===== src/hdl/lpht_pkg.sv =====
// ----------------------------------------------------------------------------
// lpht_pkg: shared types and constants of the linear probe hash table
// Field widths, operation and status codes, slot marks, state encodings and
// the command and status bundles between controller and datapath.
// ----------------------------------------------------------------------------
`timescale 1ns / 1ps

package lpht_pkg;

  localparam int KIND_W  = 2;
  localparam int KEY_W   = 64;
  localparam int VAL_W   = 32;
  localparam int CNT_W   = 9;
  localparam int STAT_W  = 2;
  localparam int MARK_W  = 2;
  localparam int HASH_W  = 64;

  localparam logic [KIND_W-1:0] KIND_GET    = 2'd0;
  localparam logic [KIND_W-1:0] KIND_SET    = 2'd1;
  localparam logic [KIND_W-1:0] KIND_REMOVE = 2'd2;
  localparam logic [KIND_W-1:0] KIND_RSVD   = 2'd3;

  localparam logic [CNT_W-1:0]  MAX_ENTRIES_RST = 9'd204;
  localparam logic [HASH_W-1:0] DJB2_SEED       = 64'd5381;

  typedef enum logic [MARK_W-1:0] {
    MARK_EMPTY = 2'd0,
    MARK_LIVE  = 2'd1,
    MARK_TOMB  = 2'd2
  } mark_e;

  typedef enum logic [STAT_W-1:0] {
    STATUS_DONE   = 2'd0,
    STATUS_ABSENT = 2'd1,
    STATUS_FULL   = 2'd2
  } status_e;

  typedef enum logic [2:0] {
    ST_CLEAR,
    ST_IDLE,
    ST_HASH,
    ST_PROBE,
    ST_COMMIT
  } ctrl_state_e;

  typedef enum logic [2:0] {
    HPH_IDLE,
    HPH_HASH,
    HPH_FOLD,
    HPH_QUOT,
    HPH_REM,
    HPH_FIX
  } hash_phase_e;

  typedef struct packed {
    logic    load;
    logic    clr_step;
    logic    load_home;
    logic    probe;
    logic    advance;
    logic    commit;
    logic    wr_key;
    logic    wr_val;
    logic    wr_mark;
    mark_e   mark;
    logic    wsel_free;
    logic    cnt_inc;
    logic    cnt_dec;
    logic    vout_sel;
    status_e status;
  } ctl_cmd_t;

  typedef struct packed {
    logic              hash_done;
    logic              mark_live;
    logic              mark_empty;
    logic              key_match;
    logic              last_probe;
    logic              last_idx;
    logic              found;
    logic              free_valid;
    logic              full;
    logic              out_free;
    logic [KIND_W-1:0] kind;
  } dp_stat_t;

endpackage


===== src/hdl/lpht_ctrl.sv =====
// ----------------------------------------------------------------------------
// lpht_ctrl: hash table controller
// Sequences clearing, hashing, probing and commit of each request.
// ----------------------------------------------------------------------------
`timescale 1ns / 1ps

module lpht_ctrl (
  input  logic               clk_i,
  input  logic               rst_ni,
  input  logic               req_valid_i,
  output logic               req_ready_o,
  input  lpht_pkg::dp_stat_t stat_i,
  output lpht_pkg::ctl_cmd_t cmd_o
);

  lpht_pkg::ctrl_state_e state_q, state_d;

  always_ff @(posedge clk_i or negedge rst_ni) begin
    if (!rst_ni) begin
      state_q <= lpht_pkg::ST_CLEAR;
    end else begin
      state_q <= state_d;
    end
  end

  always_comb begin
    state_d     = state_q;
    cmd_o       = '0;
    req_ready_o = 1'b0;
    unique case (state_q)
      lpht_pkg::ST_CLEAR: begin
        cmd_o.clr_step = 1'b1;
        if (stat_i.last_idx) state_d = lpht_pkg::ST_IDLE;
      end
      lpht_pkg::ST_IDLE: begin
        req_ready_o = 1'b1;
        if (req_valid_i) begin
          cmd_o.load = 1'b1;
          state_d    = lpht_pkg::ST_HASH;
        end
      end
      lpht_pkg::ST_HASH: begin
        if (stat_i.hash_done) begin
          cmd_o.load_home = 1'b1;
          state_d         = lpht_pkg::ST_PROBE;
        end
      end
      lpht_pkg::ST_PROBE: begin
        cmd_o.probe = 1'b1;
        // stop at an empty slot, a live match, or after a full lap
        if (stat_i.mark_empty || (stat_i.mark_live && stat_i.key_match) ||
            stat_i.last_probe) begin
          state_d = lpht_pkg::ST_COMMIT;
        end else begin
          cmd_o.advance = 1'b1;
        end
      end
      lpht_pkg::ST_COMMIT: begin
        if (stat_i.out_free) begin
          cmd_o.commit = 1'b1;
          state_d      = lpht_pkg::ST_IDLE;
          unique case (stat_i.kind)
            lpht_pkg::KIND_SET: begin
              if (stat_i.found) begin
                cmd_o.wr_val = 1'b1;
                cmd_o.status = lpht_pkg::STATUS_DONE;
              end else if (stat_i.full || !stat_i.free_valid) begin
                cmd_o.status = lpht_pkg::STATUS_FULL;
              end else begin
                cmd_o.wr_key    = 1'b1;
                cmd_o.wr_val    = 1'b1;
                cmd_o.wr_mark   = 1'b1;
                cmd_o.mark      = lpht_pkg::MARK_LIVE;
                cmd_o.wsel_free = 1'b1;
                cmd_o.cnt_inc   = 1'b1;
                cmd_o.status    = lpht_pkg::STATUS_DONE;
              end
            end
            lpht_pkg::KIND_REMOVE: begin
              if (stat_i.found) begin
                cmd_o.wr_mark = 1'b1;
                cmd_o.mark    = lpht_pkg::MARK_TOMB;
                cmd_o.cnt_dec = 1'b1;
                cmd_o.status  = lpht_pkg::STATUS_DONE;
              end else begin
                cmd_o.status = lpht_pkg::STATUS_ABSENT;
              end
            end
            lpht_pkg::KIND_GET, lpht_pkg::KIND_RSVD: begin
              // the reserved code reads like a get
              if (stat_i.found) begin
                cmd_o.vout_sel = 1'b1;
                cmd_o.status   = lpht_pkg::STATUS_DONE;
              end else begin
                cmd_o.status = lpht_pkg::STATUS_ABSENT;
              end
            end
            default: begin
              cmd_o.status = lpht_pkg::STATUS_ABSENT;
            end
          endcase
        end
      end
      default: begin
        state_d = lpht_pkg::ST_CLEAR;
      end
    endcase
  end

  a_lap_bound: assert property (@(posedge clk_i) disable iff (!rst_ni)
    cmd_o.advance |-> !stat_i.last_probe)
    else $error("probe advanced past a full lap of the table");

  a_insert_free: assert property (@(posedge clk_i) disable iff (!rst_ni)
    (cmd_o.wr_mark && cmd_o.mark == lpht_pkg::MARK_LIVE) |->
      (cmd_o.wsel_free && stat_i.free_valid && !stat_i.found && !stat_i.full))
    else $error("insert without a free slot or over the entry limit");

  a_ready_idle: assert property (@(posedge clk_i) disable iff (!rst_ni)
    (state_q == lpht_pkg::ST_CLEAR) |-> !req_ready_o && !cmd_o.commit)
    else $error("request taken or result given during the clearing pass");

endmodule


===== config.mk =====
export PLATFORM = sky130hd
export DESIGN_NAME = lpht_ctrl
export DESIGN_NICKNAME = d
export VERILOG_FILES = /design/src/hdl/lpht_pkg.sv /design/src/hdl/lpht_ctrl.sv
export SDC_FILE = /design/constraint.sdc
export NUM_CORES = 1
export LEC_CHECK = 0
export BUFFER_PORTS_ARGS = -buffer_cell sky130_fd_sc_hd__buf_4
export CAP_MARGIN = 40
export CORE_AREA = 2 2 39 41
export DETAILED_ROUTE_END_ITERATION = 16
export DIE_AREA = 0 0 41 43
export PLACE_DENSITY = 0.73
export SLEW_MARGIN = 10
export SYNTH_ARGS = -nofsm -noshare
export SYNTH_HDL_FRONTEND = slang
export SYNTH_SLANG_ARGS = --single-unit

===== constraint.sdc =====
create_clock -name clk_i -period 1.45 [get_ports clk_i]
set_input_delay 0.0725 -clock clk_i [delete_from_list [all_inputs] [get_ports clk_i]]
set_output_delay 0.0725 -clock clk_i [all_outputs]
set_load 0.02 [all_outputs]

==> results of run 1 <==
[logic make-up (layout without fill, tap and decap cells)]
logic type | after synthesis | after routing
compound gates | 9 | 9
fa+ha+maj | 3 | 3
buf+inv | 9 | 45
flops | 3 | 3
mux | 2 | 2
simple gates | 24 | 25
[critical path, stage by stage (launching register included)]
cell and delay, ps:
dfrtp_1 400, nor2_4 170, nand3_4 130, nor4b_4 250, buf_4 180
[cells in the final DEF (no fill, tap or decap), drive strengths merged]
cell type and n:
a211o 1, and2 1, and4bb 1, o21ai 2, clkbuf 4, a311oi 1, nand2 4, ha 3
o2bb2ai 1, dfrtp 3, a21oi 2, nor3b 1, nand2b 1, inv 4, nor2b 2, nand3b 1
mux2i 2, nand3 2, dlygate4sd3 1, buf 36, o32a 1, nor2 6, nor4b 1, o22a 1
nor3 5
[path summary, 6_finish.rpt]
kind,start,end,slack [ps],cells after the start
setup / recovery,state_q[0],cmd_o[1],20,4
hold / removal,stat_i[2],state_q[2],70,2
setup reg to reg,state_q[1],state_q[0],320,4
hold reg to reg,state_q[2],state_q[1],590,1
max in group asynchronous,rst_ni,state_q[2],1180,2
min in group asynchronous,rst_ni,state_q[2],170,2
[layer usage]
metal,track usage,vias up,part of all wire,wire length [um]
met2,0.250,16,0.57,674
met5,0,-,0,0
met1,0.172,224,0.38,454
li1,-,251,-,-
met4,0.0800,0,0,0
met3,0.0314,0,0.050,60
[final cells by class]
cell class	count	area share
Clock buffer	4	0.0362
Inverter	4	0.0207
Multi-Input combinational cell	39	0.424
Sequential cell	3	0.105
Tap cell	16	0.0276
Timing Repair Buffer	37	0.386
[through the flow]
stage | setup slack (ps) | total power [mW] | instances | area, um2
finish | 19.9 | 0.967 | 103 | 726
floorplan | 101 | 0.621 | 50 | 429
global placement | 291 | 0.784 | 95 | 663
CTS | 0.138 | 0.976 | 103 | 726
global route | -43.5 | 1.05 | 103 | 726
detailed placement | 210 | 0.794 | 95 | 663
[what timing repair did]
item                                    in CTS  in global routing
hold buffers                                 1                  0
endpoints found under the setup margin       1                  2
pin swaps                                    2                  0
endpoints found under the hold margin        3                  0
buffers inserted                             2                  0
gates resized for setup                      1                  0
gates cloned                                 1                  0
[where the power goes]
group          internal (mW)  switching (mW)
registers              0.129          0.0710
clock network          0.103          0.0397
logic                  0.295           0.329
==> impl_metrics.yaml, run 1 <==
grt:
  overflow: 0
  grt_max_degree: 11
  antenna_found_initial: 0
  grt_pass1_vias: 451
  grt_pass1_wl_mm: 1.79
  grt_usage: 0.152
clocking:
  clock_path_buffers: 2
  root_buffer: "clkbuf_4"
  cts.clk_slew.worst_paths_ps: 30
  cts_tree: "yes"
  cts_max_level: 1
  clk-insertion-delay-late_ps: 230
  cts.sinks: 3
  cts_buffers: 3
synthesis:
  yosys_most_used_dff: "dfrtp_1"
  synth.top_cell.area_share: 0.176
  synth-simple-area-share: 0.396
  yosysUniqueCellTypes: 26
  syn_inst: 50
  synth-xor-area-share: 0
  synth_fa_ha_area_frac: 0.0880
  synth_top_family_by_area: "simple AND/OR/NAND/NOR gates"
  synth_area_um2: 427
  synth_area_leaders: "dfrtp_1 (18%), ha_1 (8.8%), buf_4 (7.0%), nor3_1 (5.9%), nor4b_4 (5.6%)"
  synth.avg_cell_area_um2: 8.53
  ys_seq_elements: 3
  synth_mux_area_frac: 0.0469
  synth-compound-area-share: 0.161
  synth-edff-count: 0
  netlist_top_cells_count: "nor2_1 (5), nor3_1 (5), buf_4 (4), inv_1 (4), nand2_1 (4)"
  synth_top_area_cell: "dfrtp_1"
  ys_seq_area_frac: 0.176
  ys_warn_count: 0
  syn_nets: 68
  synthArstFlopShare: 1.00
cells_and_area:
  largest_reg_flops: 3
  drive_gt1_frac: 0.552
  top_regs: "state_q x3"
  seq_area_um2: 76.3
  top_register: "state_q"
  synthToLayoutAreaGrowth_pct: 70.1
  multiInputGateArea_um2: 308
  fillers: 134
  final_core_util: 0.524
  fin_nets: 106
  diodes: 0
drt:
  first_iter_violations: 4
  antenna_left: 0
  totalWireLength_mm: 1.19
  wire_per_inst_um: 11.5
  drc_errors: 0
  vias: 491
  first_pass_iters: 4
  vias_per_cell: 4.77
placement:
  routabilityCongestion: 0.704
  io_buffers: 32
  hpwlAfterDp_um: 917
power:
  powerDensity_nw_per_um2: 1330
  ir_worst_vdd_uv: 607
  p_leak_nw: 0.353
setup_path:
  crit_type: "flop to output pin"
  cp-end-kind: "output pin"
  crit_fanout: 5
  start_kind: "flop"
  cp_data_required_time_ps: 1380
  cp.arrival_ps: 1360
sta:
  fin_crit_sh: 0.986
  fmax_mhz: 699
  whs_ps: 66.8
  hold_viol: 0
  max_slew.worst_pin.slew_ps: 300
  maxSlewViolCount: 0
  clock_skew_ps: 0.769
  setup_tns_ps: 0
  setup_viol: 0
  grt_setup_unrepaired: "true"
  period_needed_ps: 1430
  timing.slew.headroom: 0.800
flow_run:
  drv_cap: 0
run_status:
  outcome: "finished, final reports clean"
floorplan:
  die_h_um: 43
  coreArea_um2: 1380
  start_util: 0.308
  rows: 14
  die_w_um: 41
  dieArea_um2: 1760
  num_io_pins: 33
min_path:
  holdCritPathClass: "primary input to flop"
No activity file was read; power rests on OpenSTA's default activity.
==> run 2, diff against run 1 <==
==> constraint.sdc (replaced) <==
create_clock -name clk_i -period 1.4 [get_ports clk_i]
set_input_delay 0.07 -clock clk_i [delete_from_list [all_inputs] [get_ports clk_i]]
set_output_delay 0.07 -clock clk_i [all_outputs]
set_load 0.02 [all_outputs]
==> run 2 against run 1 <==
  * Clock power increased by 3%
  * The run now ends with negative setup slack left
  * Largest cell class unchanged
  * Global-route usage unchanged
  * Power increased by 8.8%
  * Critical path depth unchanged
  * Critical path type unchanged
==> impl_metrics.yaml, run 2 (same netlist as run 1, synthesis figures left out) <==
run_status:
  outcome: "finished, violations left"
  failed_checks: "negative setup slack"
setup_path:
  crit_type: "flop to output pin"
  start_kind: "flop"
  crit_fanout: 5
  cp-end-kind: "output pin"
  cp_data_required_time_ps: 1330
  cp.arrival_ps: 1350
cells_and_area:
  largest_reg_flops: 3
  final_common_cell: "buf_4"
  seq_area_um2: 76.3
  fillers: 132
  fin_nets: 108
  final_core_util: 0.537
  diodes: 0
  final_cells: 105
  mostFrequentLayoutCells: "buf_4 (38), nor3_1 (5), inv_1 (4), nor2_1 (4), nand2_1 (4)"
  multiInputGateArea_um2: 310
  fin_area_um2: 743
  synthToLayoutAreaGrowth_pct: 74.2
  top_register: "state_q"
  top_regs: "state_q x3"
  drive_gt1_frac: 0.573
sta:
  fmax_mhz: 702
  hold_viol: 0
  setup_slack_ps: -24.8
  max_slew.worst_pin.slew_ps: 291
  clock_skew_ps: 0.806
  fin_crit_sh: 1.02
  setup_viol: 1
  grt_setup_unrepaired: "true"
  timing.slew.headroom: 0.806
  setup_tns_ps: -24.8
  period_needed_ps: 1420
  maxSlewViolCount: 0
floorplan:
  die_h_um: 43
  die_w_um: 41
  num_io_pins: 33
  start_util: 0.308
  rows: 14
  dieArea_um2: 1760
  coreArea_um2: 1380
drt:
  routed.top_layer: "met3"
  met1_length_um: 473
  antenna_left: 0
  wl_met3_um: 55
  totalWireLength_mm: 1.20
  first_iter_violations: 5
  vias_per_cell: 4.71
  vias: 495
  met2WireLength_um: 674
  wire_per_inst_um: 11.5
  first_pass_iters: 4
  drc_errors: 0
clocking:
  clk-insertion-delay-late_ps: 230
  cts_max_level: 1
  cts.sinks: 3
  cts_tree: "yes"
  cts_buffers: 3
  clock_path_buffers: 2
  root_buffer: "clkbuf_4"
  cts.clk_slew.worst_paths_ps: 30
placement:
  place_area_um2: 663
  hpwlAfterDp_um: 917
  io_buffers: 32
  dp.cells: 95
  routabilityCongestion: 0.704
power:
  powerDensity_nw_per_um2: 1420
  ir_worst_vdd_uv: 636
  p_leak_nw: 0.364
  power_mw: 1.05
flow_run:
  drv_cap: 0
grt:
  overflow: 0
  antenna_found_initial: 0
  grt_max_degree: 11
  grt_pass1_vias: 457
  grt_usage: 0.152
  grt_pass1_wl_mm: 1.79
min_path:
  holdCritPathClass: "primary input to flop"
==> run 2: cell count changes in the layout (fill, tap and decap cells not counted) <==
cell / change
buf_4: +2
nor2_1: -1
nor2_2: +1
==> run 2: per-stage QoR <==
stage,hold slack (ps),worst slack (ps)
after CTS,57.8,-47.4
final,66.0,-24.8
after floorplan,-226,53.8
after global routing,72.0,-87.8
after global placement,-140,243
after detailed placement,-139,163
==> run 2: worst max-delay path, stage by stage (launching register included) <==
cell and delay, ps:
dfrtp_1 400, nor2_4 170, nand3_4 130, nor4b_4 250, buf_4 180
==> run 2: worst paths after layout <==
kind,cells past startpoint,from,end,slack (ps)
min reg2reg,1,state_q[2],state_q[1],580
max,4,state_q[0],cmd_o[1],-20
max reg2reg,4,state_q[1],state_q[0],270
min,2,stat_i[2],state_q[2],70
max in group asynchronous,2,rst_ni,state_q[2],1130
min in group asynchronous,2,rst_ni,state_q[2],170
==> run 2: cell type report <==
class,count,area share
multi-input cells,39,0.418
repair buffers,39,0.397
flip-flops and latches,3,0.103
clock buffers,4,0.0354
well taps,16,0.0269
inverters,4,0.0202
==> run 2: metal layers <==
layer / vias to the layer above / global-route usage
met5: - / 0
met4: 0 / 0.0800
met3: 0 / 0.0314
met2: 15 / 0.256
met1: 226 / 0.165
li1: 254 / -
==> run 2: report_power, final <==
group	internal, mW	leakage (nW)	total, mW	switching [mW]
combinational	0.339	0.313	0.702	0.363
sequential	0.134	0.0361	0.203	0.0688
clock	0.107	0.0150	0.148	0.0411
==> run 2: what timing repair did <==
| item | CTS | global route |
|---|---|---|
| hold buffers | 1 | 0 |
| gates resized for setup | 1 | 1 |
| endpoints found under the setup margin | 4 | 11 |
| buffers inserted | 2 | 2 |
| endpoints found under the hold margin | 3 | 0 |
| pin swaps | 2 | 1 |
| gates cloned | 1 | 0 |
